===== config.mk =====
export PLATFORM = sky130hd
export DESIGN_NAME = agent_waypoint_stepper
export DESIGN_NICKNAME = d
export VERILOG_FILES = /design/src/rtl/core/aws_pkg.sv /design/src/rtl/core/aws_ring.sv /design/src/rtl/core/aws_move.sv /design/src/rtl/core/agent_waypoint_stepper.sv
export SDC_FILE = /design/constraint.sdc
export NUM_CORES = 2
export LEC_CHECK = 0
export ABC_CLOCK_PERIOD_IN_PS = 57100
export BUFFER_PORTS_ARGS = -buffer_cell sky130_fd_sc_hd__buf_4
export CORE_ASPECT_RATIO = 1.75
export CORE_UTILIZATION = 52
export CTS_CLUSTER_DIAMETER = 120
export DETAILED_ROUTE_END_ITERATION = 7
export PLACE_DENSITY_LB_ADDON = 0.1
export SLEW_MARGIN = 30
export SYNTH_ARGS = -nofsm -noshare
export SYNTH_HDL_FRONTEND = slang
export SYNTH_SLANG_ARGS = --single-unit

===== constraint.sdc =====
create_clock -name aclk -period 57.1 [get_ports aclk]
set_input_delay 5.71 -clock aclk [delete_from_list [all_inputs] [get_ports aclk]]
set_output_delay 5.71 -clock aclk [all_outputs]
set_load 0.05 [all_outputs]

===== src/rtl/core/aws_pkg.sv =====
// ----------------------------------------------------------------------------
// aws_pkg
// Shared types and constants for the waypoint stepper: ring geometry,
// request codes and the control groups passed between the ring and the top.
// ----------------------------------------------------------------------------
`default_nettype none

package aws_pkg;

    localparam int WP_DEPTH = 16;
    localparam int PTR_W    = (WP_DEPTH > 1) ? $clog2(WP_DEPTH) : 1;
    localparam int CNT_W    = $clog2(WP_DEPTH + 1);

    // request codes
    localparam logic OP_APPEND = 1'b0;
    localparam logic OP_STEP   = 1'b1;

    typedef struct packed {
        logic signed [15:0] x;
        logic signed [15:0] y;
        logic        [15:0] radius;
    } waypoint_t;

    typedef struct packed {
        logic      push;     // append a new waypoint at the tail
        logic      pop;      // head leaves the ring, count drops
        logic      recycle;  // old target goes to the tail, head advances
        waypoint_t wdata;
    } ring_ctrl_t;

    typedef struct packed {
        logic empty;
        logic full;
    } ring_stat_t;

    typedef struct packed {
        logic               take;        // head entry becomes the target
        logic               has_target;
        logic signed [15:0] desired_x;
        logic signed [15:0] desired_y;
    } step_res_t;

endpackage

`default_nettype wire


===== src/rtl/core/aws_ring.sv =====
// ----------------------------------------------------------------------------
// aws_ring
// Waypoint ring: storage, head pointer and fill count. Reads the head entry
// and writes one entry at the tail per cycle.
// ----------------------------------------------------------------------------
`default_nettype none

module aws_ring import aws_pkg::*; (
    input  logic       aclk,
    input  logic       aresetn,
    input  ring_ctrl_t ctrl,
    output waypoint_t  head_wp,
    output ring_stat_t stat
);

    localparam int SUM_W = CNT_W + 1;

    waypoint_t          slot_reg [WP_DEPTH];
    waypoint_t          head_wp_reg;
    logic [PTR_W-1:0]   head_reg;
    logic [PTR_W-1:0]   head_next;
    logic [CNT_W-1:0]   count_reg;
    logic [CNT_W-1:0]   count_next;
    logic [SUM_W-1:0]   tail_sum;
    logic [PTR_W-1:0]   tail_idx;
    logic [PTR_W-1:0]   head_inc;
    logic               full;
    logic               wr_en;

    assign full     = (count_reg == CNT_W'(WP_DEPTH));
    assign tail_sum = {{(SUM_W - PTR_W){1'b0}}, head_reg} + {1'b0, count_reg};
    assign tail_idx = (tail_sum >= SUM_W'(WP_DEPTH)) ?
                      PTR_W'(tail_sum - SUM_W'(WP_DEPTH)) : PTR_W'(tail_sum);
    assign head_inc = (head_reg == PTR_W'(WP_DEPTH - 1)) ? '0 : head_reg + 1'b1;
    // a full ring recycles into the slot the head just left
    assign wr_en    = (ctrl.push && !full) || ctrl.recycle;

    always_comb begin
        head_next  = head_reg;
        count_next = count_reg;
        if (ctrl.push && !full) begin
            count_next = count_reg + 1'b1;
        end
        if (ctrl.pop) begin
            head_next  = head_inc;
            count_next = count_reg - 1'b1;
        end
        if (ctrl.recycle) begin
            head_next = head_inc;
        end
    end

    always_ff @(posedge aclk) begin
        if (!aresetn) begin
            head_reg  <= '0;
            count_reg <= '0;
        end else begin
            head_reg  <= head_next;
            count_reg <= count_next;
        end
    end

    always_ff @(posedge aclk) begin
        if (wr_en) begin
            slot_reg[tail_idx] <= ctrl.wdata;
        end
    end

    // head entry for the next cycle; a write landing on the new head bypasses
    always_ff @(posedge aclk) begin
        if (wr_en && (tail_idx == head_next)) begin
            head_wp_reg <= ctrl.wdata;
        end else begin
            head_wp_reg <= slot_reg[head_next];
        end
    end

    assign head_wp    = head_wp_reg;
    assign stat.empty = (count_reg == '0);
    assign stat.full  = full;

endmodule

`default_nettype wire


===== src/rtl/core/aws_move.sv =====
// ----------------------------------------------------------------------------
// aws_move
// Step datapath: arrival test on the current target, target selection and
// the rounded, saturated unit move toward the selected target.
// ----------------------------------------------------------------------------
`default_nettype none

module aws_move import aws_pkg::*; (
    input  logic signed [15:0] cur_x,
    input  logic signed [15:0] cur_y,
    input  waypoint_t          tgt,
    input  logic               tgt_valid,
    input  waypoint_t          head_wp,
    input  ring_stat_t         ring_stat,
    input  logic signed [15:0] last_x,
    input  logic signed [15:0] last_y,
    output step_res_t          res
);

    function automatic logic [15:0] mag17(input logic [16:0] d);
        logic [16:0] neg;
        begin
            neg    = -d;
            mag17  = d[16] ? neg[15:0] : d[15:0];
        end
    endfunction

    function automatic logic signed [15:0] step_axis(input logic signed [15:0] cur,
                                                     input logic neg,
                                                     input logic move);
        logic signed [16:0] inc;
        logic signed [16:0] sum;
        begin
            inc = move ? (neg ? -17'sd1 : 17'sd1) : 17'sd0;
            sum = {cur[15], cur} + inc;
            if (sum > 17'sd32767) begin
                step_axis = 16'sh7fff;
            end else if (sum < -17'sd32768) begin
                step_axis = 16'sh8000;
            end else begin
                step_axis = sum[15:0];
            end
        end
    endfunction

    logic [16:0] dxo, dyo, dxn, dyn;
    logic [31:0] sqxo, sqyo, sqxn, sqyn, r2;
    logic [32:0] len_o;
    logic [31:0] sqx, sqy;
    logic [33:0] sqx3;
    logic        reached;
    logic        take;
    logic        sel_valid;
    logic        negx, negy;
    logic        movex, movey;

    // squares for both the held target and the ring head, in parallel
    assign dxo  = {tgt.x[15], tgt.x} - {cur_x[15], cur_x};
    assign dyo  = {tgt.y[15], tgt.y} - {cur_y[15], cur_y};
    assign dxn  = {head_wp.x[15], head_wp.x} - {cur_x[15], cur_x};
    assign dyn  = {head_wp.y[15], head_wp.y} - {cur_y[15], cur_y};
    assign sqxo = mag17(dxo) * mag17(dxo);
    assign sqyo = mag17(dyo) * mag17(dyo);
    assign sqxn = mag17(dxn) * mag17(dxn);
    assign sqyn = mag17(dyn) * mag17(dyn);
    assign r2   = tgt.radius * tgt.radius;

    assign len_o     = {1'b0, sqxo} + {1'b0, sqyo};
    assign reached   = tgt_valid && (len_o < {1'b0, r2});
    assign take      = (reached || !tgt_valid) && !ring_stat.empty;
    assign sel_valid = tgt_valid || take;

    assign sqx  = take ? sqxn : sqxo;
    assign sqy  = take ? sqyn : sqyo;
    assign negx = take ? dxn[16] : dxo[16];
    assign negy = take ? dyn[16] : dyo[16];

    // round(d/len) is nonzero when 4*d^2 > dx^2+dy^2, i.e. 3*d^2 > other^2
    assign sqx3  = {2'b00, sqx} + {1'b0, sqx, 1'b0};
    assign movex = sqx3 > {2'b00, sqy};
    assign movey = ({2'b00, sqy} + {1'b0, sqy, 1'b0}) > {2'b00, sqx};

    always_comb begin
        res.take       = take;
        res.has_target = sel_valid;
        if (sel_valid) begin
            res.desired_x = step_axis(cur_x, negx, movex);
            res.desired_y = step_axis(cur_y, negy, movey);
        end else begin
            res.desired_x = last_x;
            res.desired_y = last_y;
        end
    end

endmodule

`default_nettype wire


===== src/rtl/core/agent_waypoint_stepper.sv =====
// ----------------------------------------------------------------------------
// agent_waypoint_stepper
// Waypoint ring with target tracking; each step request returns one
// rounded unit move toward the current target, appends return nothing.
// ----------------------------------------------------------------------------
// a step passes the request register, then the result register
// throughput: one request per cycle unless a step is held back by m_ready, set by the
//   single-pass squarer datapath between the request and result registers
// reset: synchronous, active low; clears ring pointers, target and last
//   desired position; waypoint storage is not cleared
`default_nettype none

module agent_waypoint_stepper import aws_pkg::*; (
    input  logic               aclk,
    input  logic               aresetn,
    input  logic               s_valid,
    output logic               s_ready,
    input  logic               s_op,
    input  logic signed [15:0] s_wp_x,
    input  logic signed [15:0] s_wp_y,
    input  logic        [15:0] s_wp_radius,
    input  logic signed [15:0] s_cur_x,
    input  logic signed [15:0] s_cur_y,
    output logic               m_valid,
    input  logic               m_ready,
    output logic signed [15:0] m_desired_x,
    output logic signed [15:0] m_desired_y,
    output logic               m_has_target
);

    logic               in_valid_reg;
    logic               op_reg;
    waypoint_t          wp_reg;
    logic signed [15:0] cur_x_reg;
    logic signed [15:0] cur_y_reg;

    waypoint_t          target_reg;
    logic               target_valid_reg;
    logic signed [15:0] last_x_reg;
    logic signed [15:0] last_y_reg;

    logic               out_valid_reg;
    logic signed [15:0] out_x_reg;
    logic signed [15:0] out_y_reg;
    logic               out_has_reg;

    logic               advance;
    logic               is_step;
    ring_ctrl_t         ring_ctrl;
    ring_stat_t         ring_stat;
    waypoint_t          head_wp;
    step_res_t          res;

    // appends never wait on the result side
    assign is_step = (op_reg == OP_STEP);
    assign advance = in_valid_reg && (!is_step || !out_valid_reg || m_ready);
    assign s_ready = !in_valid_reg || advance;

    always_ff @(posedge aclk) begin
        if (!aresetn) begin
            in_valid_reg <= 1'b0;
        end else if (s_ready) begin
            in_valid_reg <= s_valid;
        end
    end

    always_ff @(posedge aclk) begin
        if (s_ready && s_valid) begin
            op_reg        <= s_op;
            wp_reg.x      <= s_wp_x;
            wp_reg.y      <= s_wp_y;
            wp_reg.radius <= s_wp_radius;
            cur_x_reg     <= s_cur_x;
            cur_y_reg     <= s_cur_y;
        end
    end

    aws_move u_move (
        .cur_x     (cur_x_reg),
        .cur_y     (cur_y_reg),
        .tgt       (target_reg),
        .tgt_valid (target_valid_reg),
        .head_wp   (head_wp),
        .ring_stat (ring_stat),
        .last_x    (last_x_reg),
        .last_y    (last_y_reg),
        .res       (res)
    );

    always_comb begin
        ring_ctrl.push    = advance && !is_step;
        ring_ctrl.pop     = advance && is_step && res.take && !target_valid_reg;
        ring_ctrl.recycle = advance && is_step && res.take && target_valid_reg;
        ring_ctrl.wdata   = is_step ? target_reg : wp_reg;
    end

    aws_ring u_ring (
        .aclk    (aclk),
        .aresetn (aresetn),
        .ctrl    (ring_ctrl),
        .head_wp (head_wp),
        .stat    (ring_stat)
    );

    always_ff @(posedge aclk) begin
        if (!aresetn) begin
            target_reg       <= '0;
            target_valid_reg <= 1'b0;
            last_x_reg       <= '0;
            last_y_reg       <= '0;
        end else if (advance && is_step) begin
            if (res.take) begin
                target_reg       <= head_wp;
                target_valid_reg <= 1'b1;
            end
            last_x_reg <= res.desired_x;
            last_y_reg <= res.desired_y;
        end
    end

    always_ff @(posedge aclk) begin
        if (!aresetn) begin
            out_valid_reg <= 1'b0;
        end else if (advance && is_step) begin
            out_valid_reg <= 1'b1;
        end else if (m_ready) begin
            out_valid_reg <= 1'b0;
        end
    end

    always_ff @(posedge aclk) begin
        if (advance && is_step) begin
            out_x_reg   <= res.desired_x;
            out_y_reg   <= res.desired_y;
            out_has_reg <= res.has_target;
        end
    end

    assign m_valid      = out_valid_reg;
    assign m_desired_x  = out_x_reg;
    assign m_desired_y  = out_y_reg;
    assign m_has_target = out_has_reg;

`ifndef SYNTHESIS
    // once a target is held it is never dropped
    a_target_kept: assert property (@(posedge aclk) disable iff (!aresetn)
        $past(aresetn) |-> !$fell(target_valid_reg))
        else $error("target lost after being taken");

    // a result claiming a target implies the target register is loaded
    a_has_target: assert property (@(posedge aclk) disable iff (!aresetn)
        (m_valid && m_has_target) |-> target_valid_reg)
        else $error("has_target without a held target");

    // an append to a full ring leaves it full
    a_full_drop: assert property (@(posedge aclk) disable iff (!aresetn)
        (ring_ctrl.push && ring_stat.full) |=> ring_stat.full)
        else $error("append to full ring changed fill");

    // a step that takes the head needs a waiting waypoint
    a_take_nonempty: assert property (@(posedge aclk) disable iff (!aresetn)
        (ring_ctrl.pop || ring_ctrl.recycle) |-> !ring_stat.empty)
        else $error("head taken from empty ring");
`endif

endmodule

`default_nettype wire

==> results summary <==
The clock latency on the worst-skew pair came out at 0.67 ns. Buffers inserted during clock tree synthesis total 76. The data required time of the critical path is 57.46 ns. Summing every instance area after synthesis gives 84,900 sq um. The time the worst path needs with I/O delays and setup came out at around 26 ns. STA puts the critical path data arrival time at 25.88 ns. Setup violations remaining at the end of the flow were counted as 0. In this run, the number of DRC markers left after iteration 0 of detailed routing was 3,342. The wire length of the first global-routing pass came out at 355 mm. The library cell with the highest instance count after synthesis is sky130_fd_sc_hd__inv_1. The TritonCTS sink count is 978. The floorplan row count came out at 195.

The number of vias after detailed routing is 57,000. The post-cts sizing count came out at 0. The via count of the first global-routing pass is 61,500. In the final timing run, aggregate negative setup slack is 0 ns. The flow ran to the end, and the final reports show no timing, DRC or antenna violations.

The number of distinct standard cells referenced by the synthesized netlist came out at 109. The critical path class is reg2reg. The transition time at the pin with the least slew margin is roughly 0.98 ns.

In the final routed layout, each cell accounts on average for 23.2 microns. The floorplan die height came out at 536 microns. The critical path's most frequent cell is sky130_fd_sc_hd__a21oi_1. The die area came out at 165,000 sq um. The area growth from synthesis to layout is 8.04%. The count of flip-flops with a built-in enable after synthesis is 882. The number of vias per cell after detailed routing is 5.72. The largest area contributor in the netlist is sky130_fd_sc_hd__edfxtp_1. The area of the placeable core came out at 162,000 sq um. The cell type of the slowest stage on the worst timing path is sky130_fd_sc_hd__a211oi_1. The post-synth net total came out at 9,278. The H-tree depth reported by CTS is 3. Entering global routing, the biggest net connects 62 pins.

The share of async-settable or async-resettable flops after synthesis is 0%. The CTS tree is done. Of the synthesized area, sequential elements account for 33.5%. The synthesized area per cell is between 10 and 15 sq um. The largest buffer count on any clock path is 3. The most used flip-flop cell after synthesis is sky130_fd_sc_hd__edfxtp_1. The count of nets left with antenna violations once routing finished came out at 0. The ratio of cells with drive above 1 in the final layout came out at around a tenth. The synthesized design devotes to its leading area cell type 31.2% of total area.

Setup repair after global routing left no endpoint under its margin. The number of hold buffers added after CTS came out at 0. The initial antenna violation count came out at 9. Derived from the worst setup path, the maximum achievable clock frequency is 0.0392 GHz.

After clock tree synthesis, the clock-pin slew on the worst setup and hold paths is 0.07 ns. The flop and latch count out of synthesis is slightly below 1,000. The post-DP HPWL is 178 mm. The part of the cycle the worst path needs is 44.7%. The number of warnings printed during yosys synthesis is 0.

The cell sitting at the root of the clock tree is a sky130_fd_sc_hd__clkbuf_16. The worst stage delay on the critical path is approximately 0.83 ns. STA classifies the critical path startpoint as a register. The count of endpoints failing hold in the final timing report is 0. The maximum fanout along the worst path came out at 24.

The DRC violation count after routing came out at 0. The number of buffers added on ports came out at 119. The cell count after synthesis came out at 7,595. The path category of the worst min-delay check is reg2reg.

The relative slew slack is roughly 33%. The combined buffer and inverter count along the critical path is 5. The global route total overflow came out at 0. Between clock sinks in the finished design, the worst skew comes to between 0.03 and 0.04 ns. The number of pins with negative max-slew slack in the final report is 0. The total of max-cap violations came out at 0.

The die span in x came out at 307 microns. After the last flow step, the layout net total stands at 9,416. The cell class contributing the biggest share of worst-path delay is compound AO/OA/AOI/OAI gates. Yosys attributes the largest share of cell area to sky130_fd_sc_hd__edfxtp_1 31%, sky130_fd_sc_hd__fa_1 20%, sky130_fd_sc_hd__ha_1 11%.

Buffers added to address setup during post-CTS repair amount to 0. The flip-flop count of the largest register, all copies and words added came out at 768. The first TritonRoute pass finished after 5 iterations.

The weighted congestion at the end of routability-driven global placement is 0.952. The total wire length came out at ~230 mm. The number of top-level pins is 120. STA classifies the critical path endpoint as a register.

After synthesis, the most frequently instantiated cells are 1,416 x sky130_fd_sc_hd__inv_1, 882 x sky130_fd_sc_hd__edfxtp_1, 827 x sky130_fd_sc_hd__fa_1. The initial core utilization came out at 52.5%. The total routing usage reported by global routing came out at 28.7%.
==> per-layer routing <==
metal | track usage (%) | part of all wire (%)
met1 | 32.4 | 37
met2 | 53.9 | 54
met3 | 2.30 | 4.1
met4 | 14.5 | 5.7
met5 | 0 | 0.017
==> worst min-delay path, cell delays in order (launching register included) <==
cell and delay, ns:
sky130_fd_sc_hd__dfxtp_1 0.33, sky130_fd_sc_hd__nand2_1 0.04, sky130_fd_sc_hd__o21ai_0 0.06
==> cell usage in the layout, fill, tap and decap left out, types with 10 or more instances in the layout <==
cell	instances
sky130_fd_sc_hd__nor2_4	18
sky130_fd_sc_hd__or3_1	31
sky130_fd_sc_hd__or2_2	48
sky130_fd_sc_hd__nor2_1	517
sky130_fd_sc_hd__a21boi_0	66
sky130_fd_sc_hd__clkbuf_1	20
sky130_fd_sc_hd__xor2_1	95
sky130_fd_sc_hd__ha_1	771
sky130_fd_sc_hd__clkinv_1	32
sky130_fd_sc_hd__xnor2_1	252
sky130_fd_sc_hd__nor2b_1	62
sky130_fd_sc_hd__nand2_1	535
sky130_fd_sc_hd__inv_1	1416
sky130_fd_sc_hd__nor4_1	10
sky130_fd_sc_hd__o211ai_1	24
sky130_fd_sc_hd__a211o_1	19
sky130_fd_sc_hd__o21ai_0	169
sky130_fd_sc_hd__a21o_1	118
sky130_fd_sc_hd__mux4_2	240
sky130_fd_sc_hd__buf_4	238
sky130_fd_sc_hd__o31a_1	12
sky130_fd_sc_hd__o21ai_1	15
sky130_fd_sc_hd__nand3_1	72
sky130_fd_sc_hd__o21bai_1	49
sky130_fd_sc_hd__mux2_2	78
sky130_fd_sc_hd__a21oi_1	303
sky130_fd_sc_hd__nand2b_1	84
sky130_fd_sc_hd__nor3_1	79
sky130_fd_sc_hd__and3_1	23
sky130_fd_sc_hd__edfxtp_1	882
sky130_fd_sc_hd__dfxtp_1	92
sky130_fd_sc_hd__o31ai_1	42
sky130_fd_sc_hd__and2_1	69
sky130_fd_sc_hd__o21a_1	61
sky130_fd_sc_hd__nand4_1	37
sky130_fd_sc_hd__clkbuf_16	78
sky130_fd_sc_hd__nand3b_1	11
sky130_fd_sc_hd__a31oi_1	19
sky130_fd_sc_hd__a211oi_1	33
sky130_fd_sc_hd__fa_1	827
==> logic make-up after synthesis <==
kind of cell               share of synthesized area, %
muxes                                              7.54
DFF                                                33.5
xor gates and xnor gates                           3.83
and+or+nand+nor                                    8.90
AOI/OAI and AO/OA                                  8.20
buffers and inverters                              7.18
adders and majority gates                          30.9
==> final timing paths <==
kind            startpoint              to  slack (ns)  cells after the start
min reg2reg  last_x_reg[8]   last_x_reg[8]        0.46                      2
max reg2reg   cur_y_reg[0]  m_desired_x[2]       31.58                     99
min          last_x_reg[8]   last_x_reg[8]        0.46                      2
max           cur_y_reg[0]  m_desired_x[2]       31.58                     99
==> per-stage QoR <==
stage / util [%] / hold slack, ns / area (sq um) / instances / worst slack, ns
global route: 56.7 / 0.482 / 91700 / 9965 / 29.63
floorplan: - / 0.425 / 84900 / 7595 / 35.02
CTS: 56.7 / 0.460 / 91600 / 9964 / 31.67
detailed placement: 55.1 / 0.441 / 89100 / 9822 / 31.72
global placement: 55.0 / 0.433 / 88900 / 9816 / 32.03
finish: 56.7 / 0.461 / 91700 / 9967 / 31.58
==> layout make-up <==
type,instances,area (sq um)
timing repair buffer,247,1990
fill,13800,70100
clock inverter,39,438
multi-input combinational,4994,50600
clock buffer,103,2100
antenna,3,7.51
sequential,978,28400
inverter,1436,5390
tap,2167,2710
Power is left out: the tool's default activity adds up to more than one toggle a clock period on the data nets, which glitch-free logic cannot reach.
